**src/prt_pkg.sv**
```systemverilog
// ----------------------------------------------------------------------------
// prt_pkg
// shared constants, command codes and control types of the page refcount table
// ----------------------------------------------------------------------------
package prt_pkg;

    localparam int PAGE_COUNT = 4096;
    localparam int PAGE_SHIFT = 12;
    localparam int COUNT_BITS = 16;

    localparam int PAGE_BITS = $clog2(PAGE_COUNT);
    localparam int ADDR_W    = 48;
    localparam int PG_W      = ADDR_W - PAGE_SHIFT;
    localparam int ENTRY_W   = COUNT_BITS + 1;
    localparam int CFG_W     = 13;
    localparam int CFG_IDX_W = 2;
    localparam int CMD_W     = 3;
    localparam int OUT_CNT_W = 16;

    localparam int IN_TDATA_W  = 56;
    localparam int OUT_TDATA_W = 24;

    localparam logic [COUNT_BITS-1:0] COUNT_MAX = {COUNT_BITS{1'b1}};

    localparam logic [CMD_W-1:0] CMD_TRYREF    = 3'd0;
    localparam logic [CMD_W-1:0] CMD_UNREF     = 3'd1;
    localparam logic [CMD_W-1:0] CMD_RELEASE   = 3'd2;
    localparam logic [CMD_W-1:0] CMD_CANFREE   = 3'd3;
    localparam logic [CMD_W-1:0] CMD_REF       = 3'd4;
    localparam logic [CMD_W-1:0] CMD_RELLAST   = 3'd5;
    localparam logic [CMD_W-1:0] CMD_READ      = 3'd6;
    localparam logic [CMD_W-1:0] CMD_SETUSABLE = 3'd7;

    localparam logic [CFG_IDX_W-1:0] REG_TABLE_READY   = 2'd0;
    localparam logic [CFG_IDX_W-1:0] REG_MEMORY_PAGES  = 2'd1;
    localparam logic [CFG_IDX_W-1:0] REG_USABLE_LENGTH = 2'd2;

    typedef struct packed {
        logic clr_wr;
        logic load;
        logic exec;
    } t_dp_cmd;

    typedef struct packed {
        logic clr_last;
        logic out_free;
    } t_dp_status;

endpackage

```
**src/prt_ctrl.sv**
```systemverilog
// ----------------------------------------------------------------------------
// prt_ctrl
// controller: clearing pass after reset, then accept / execute sequencing
// ----------------------------------------------------------------------------
module prt_ctrl (
    input  logic                i_clk,
    input  logic                i_rst_n,
    input  logic                i_in_valid,
    output logic                o_in_ready,
    input  prt_pkg::t_dp_status i_status,
    output prt_pkg::t_dp_cmd    o_cmd
);

    localparam logic [1:0] ST_CLR  = 2'd0;
    localparam logic [1:0] ST_IDLE = 2'd1;
    localparam logic [1:0] ST_EXEC = 2'd2;

    logic [1:0] r_state;
    logic [1:0] n_state;

    always_ff @(posedge i_clk) begin
        if (!i_rst_n) begin
            r_state <= ST_CLR;
        end else begin
            r_state <= n_state;
        end
    end

    always_comb begin
        n_state = r_state;
        unique case (r_state)
            ST_CLR: begin
                if (i_status.clr_last) n_state = ST_IDLE;
            end
            ST_IDLE: begin
                if (i_in_valid) n_state = ST_EXEC;
            end
            ST_EXEC: begin
                if (i_status.out_free) n_state = ST_IDLE;
            end
            default: n_state = ST_CLR;
        endcase
    end

    assign o_in_ready   = (r_state == ST_IDLE);
    assign o_cmd.clr_wr = (r_state == ST_CLR);
    assign o_cmd.load   = (r_state == ST_IDLE) && i_in_valid;
    assign o_cmd.exec   = (r_state == ST_EXEC) && i_status.out_free;

    a_cmd_excl: assert property (@(posedge i_clk) disable iff (!i_rst_n)
        $onehot0({o_cmd.clr_wr, o_cmd.load, o_cmd.exec}))
        else $error("datapath commands overlap");

    a_clr_once: assert property (@(posedge i_clk) disable iff (!i_rst_n)
        (r_state != ST_CLR) |=> (r_state != ST_CLR))
        else $error("clearing pass re-entered without reset");

endmodule

```
**config.mk**
```make
export PLATFORM = sky130hd
export DESIGN_NAME = prt_ctrl
export DESIGN_NICKNAME = d
export VERILOG_FILES = /design/src/prt_pkg.sv /design/src/prt_ctrl.sv
export SDC_FILE = /design/constraint.sdc
export NUM_CORES = 1
export LEC_CHECK = 0
export ABC_CLOCK_PERIOD_IN_PS = 3100
export BUFFER_PORTS_ARGS = -buffer_cell sky130_fd_sc_hd__clkbuf_2
export CAP_MARGIN = 25
export CORE_AREA = 10 10 47 49
export CTS_CLUSTER_DIAMETER = 200
export CTS_CLUSTER_SIZE = 20
export DETAILED_ROUTE_END_ITERATION = 7
export DIE_AREA = 0 0 57 59
export GPL_TIMING_DRIVEN = 1
export SETUP_SLACK_MARGIN = 0.15
export SYNTH_ARGS = -nofsm -noshare
export SYNTH_HDL_FRONTEND = slang
export SYNTH_SLANG_ARGS = --single-unit
```
**constraint.sdc**
```tcl
create_clock -name i_clk -period 3.1 [get_ports i_clk]
set_input_delay 0.155 -clock i_clk [delete_from_list [all_inputs] [get_ports i_clk]]
set_output_delay 0.155 -clock i_clk [all_outputs]
set_load 0.1 [all_outputs]
```
==> flow_summary.ini <==
[critical_path]
cp-start-kind = flop
cp_top_family = buffers and inverters
r2r-start = r_state[1]$_SDFFE_PN0P_
slowest_delay_ns = 0.45
crit_buf_inv = 1
critPathRequiredTime_ns = 2.94
crit_chain = and3b_2 > clkbuf_2
crit_arrival_ns = 1.30
r2r_cells = 2
crit_type = reg2out
reg2reg_slack_ns = 2.05
cp-end-kind = output pin
crit_slowest_cell = clkbuf_2
cp_max_fo = 7
r2r-end = r_state[0]$_SDFFE_PN0P_

[logic_synthesis]
syn_nets = 17
synth_seq_cells = 2
syn-cell-area_sq_um = 115
synth_cell_types = 10
ys_warn_count = 0
syn_inst = 12
synth.avg_cell_area_sq_um = 9.59
synth_seq_area_share_pct = 34.8

[floorplanning]
chipWidth_um = 57
start_util_pct = 8.21
io_pins = 9
die_area_sq_um = 3360
rows = 14
fp.dieH_um = 59
core_area_sq_um = 1400

[drt]
drt_iter0_markers = 2
viasPerCell = 3.26
drt-pass1-iter-count = 2
wire_per_inst_um = 10.1
vias = 127
wl_um = 392
drc = 0
detail-route-antenna-nets = 0

[cells_and_area]
diodes = 0
area_growth_pct = 71.7
nNetsFinal = 30
drive_gt1_share_pct = 60.9
largest_register = r_state
reg.largest.list = r_state x2
num-fill-cells = 167
largest_reg_flops = 2

[hold_path]
whs_endpoint = r_state[1]$_SDFFE_PN0P_
hold_class = in2reg
hold_start = i_rst_n
holdPathStages = 2

[clock_network]
cts-htree-levels = 1
ctsHoldBuffers = 0
cts_root_buffer = clkbuf_4
post_cts_resized = 0
cts_tree = yes
cts_buffers = 3
clkTransAtPathRegs_ns = 0.03
clockBufferDepth = 2
cts.sinks = 2
cts_setup_buffers = 0
worstSkewPairLatency_ns = 0.23

[power_and_ir_drop]
p_leak_nw = 0.102
powerDensity_nw_per_um2 = 676
ir_worst_vdd_uv = 134

[place]
hpwl_um = 317
place_ws_ns = 1.88
gp_congestion = 0.650
place.port_buffers = 8

[timing]
layout_min_cycle_time_ns = 1.46
tns_ns = 0
clock_skew_ns = 0.00472
slew_headroom_pct = 63.8
hold_viol = 0
worst_pin_slew_ns = 0.545
setup_viol = 0
max_freq_ghz = 0.685
slew_viol_final = 0
worst_slack_ns = 1.64
min_period_over_period_pct = 47.1
rsz0062_at_grt = no

[run_status]
outcome = finished clean

[grt]
antenna_found_initial = 0
grt_usage_pct = 3.03
grt_max_degree = 8
grt_first_pass_wirelength_um = 655
grt_pass1_vias = 140
gr-total-overflow = 0

[run]
maxCapViolCount = 0
-- logic make-up after synthesis --
| logic type | Yosys count | share of synthesized area, % |
|---|---|---|
| AND/OR/NAND/NOR | 6 | 32.6 |
| AO/OA/AOI/OAI | 3 | 19.6 |
| flip-flops | 2 | 34.8 |
| multiplexers | 1 | 13.0 |
-- cells in the final DEF, fill, tap and decap left out --
master    instances
o21ai_0           1
clkbuf_2          8
and2b_2           1
mux2_4            1
clkbuf_4          3
o21a_1            1
o211a_1           1
nand2_1           1
and3b_2           1
dfxtp_1           2
nor2_1            2
nor3b_1           1
-- worst max path at each step --
| stage | cells after the start | startpoint | slack, ns | end |
|---|---|---|---|---|
| 3_3_place_gp | 2 | r_state[0]$_SDFFE_PN0P_ | 1.88 | o_cmd[1] |
| 6_report | 2 | r_state[0]$_SDFFE_PN0P_ | 1.64 | o_cmd[1] |
| 5_1_grt | 2 | r_state[0]$_SDFFE_PN0P_ | 1.54 | o_cmd[1] |
| 3_5_place_dp | 2 | r_state[0]$_SDFFE_PN0P_ | 1.88 | o_cmd[1] |
| 2_1_floorplan | 2 | r_state[1]$_SDFFE_PN0P_ | 1.24 | o_cmd[0] |
| 4_1_cts | 2 | r_state[0]$_SDFFE_PN0P_ | 1.63 | o_cmd[1] |
-- worst register-to-register path, stage by stage (launching register included) --
cell	delay [ns]
dfxtp_1	0.42
mux2_4	0.32
o211a_1	0.20
-- metrics by stage --
stage | hold WS, ns | utilization [%] | total power (W) | instance area (sq um) | std cells
after floorplan | 0.273 | - | 0.0000677 | 115 | 12
after global placement | 0.412 | 12.5 | 0.0000758 | 175 | 36
after detailed placement | 0.410 | 12.5 | 0.0000761 | 175 | 36
after CTS | 0.167 | 14.1 | 0.000139 | 198 | 39
after global routing | 0.178 | 14.1 | 0.000145 | 198 | 39
final | 0.173 | 14.1 | 0.000134 | 198 | 39
-- area by class of cell --
| type | instances | area (sq um) | area share (%) |
|---|---|---|---|
| clock buffers | 3 | 22.5 | 11.4 |
| multi-input cells | 10 | 75.1 | 38.0 |
| repair buffers | 8 | 40.0 | 20.3 |
| well taps | 16 | 20.0 | 10.1 |
| flip-flops and latches | 2 | 40.0 | 20.3 |
-- synthesized netlist by cell type, drive strengths merged --
master	instances	area, sq um
dfxtp	2	40.0
o21a	1	7.51
nor3b	1	7.51
o211a	1	10.0
o21ai	1	5.00
and2b	1	8.76
and3b	1	10.0
nand2	1	3.75
mux2	1	15.0
nor2	2	7.51
-- metal layers --
layer	GRT usage (%)	share of wire, %	vias to the layer above
li1	-	-	66
met5	0	0	-
met2	2.48	31	8
met3	5.36	20	0
met1	2.74	49	53
met4	2.01	0	0
-- power breakdown --
| group | total [W] | switching, W | internal (W) |
|---|---|---|---|
| sequential | 0.0000309 | 0.00000301 | 0.0000279 |
| combinational | 0.0000446 | 0.0000350 | 0.00000957 |
| clock | 0.0000582 | 0.0000155 | 0.0000428 |
Note: power is estimated with default switching activity, not from simulation.
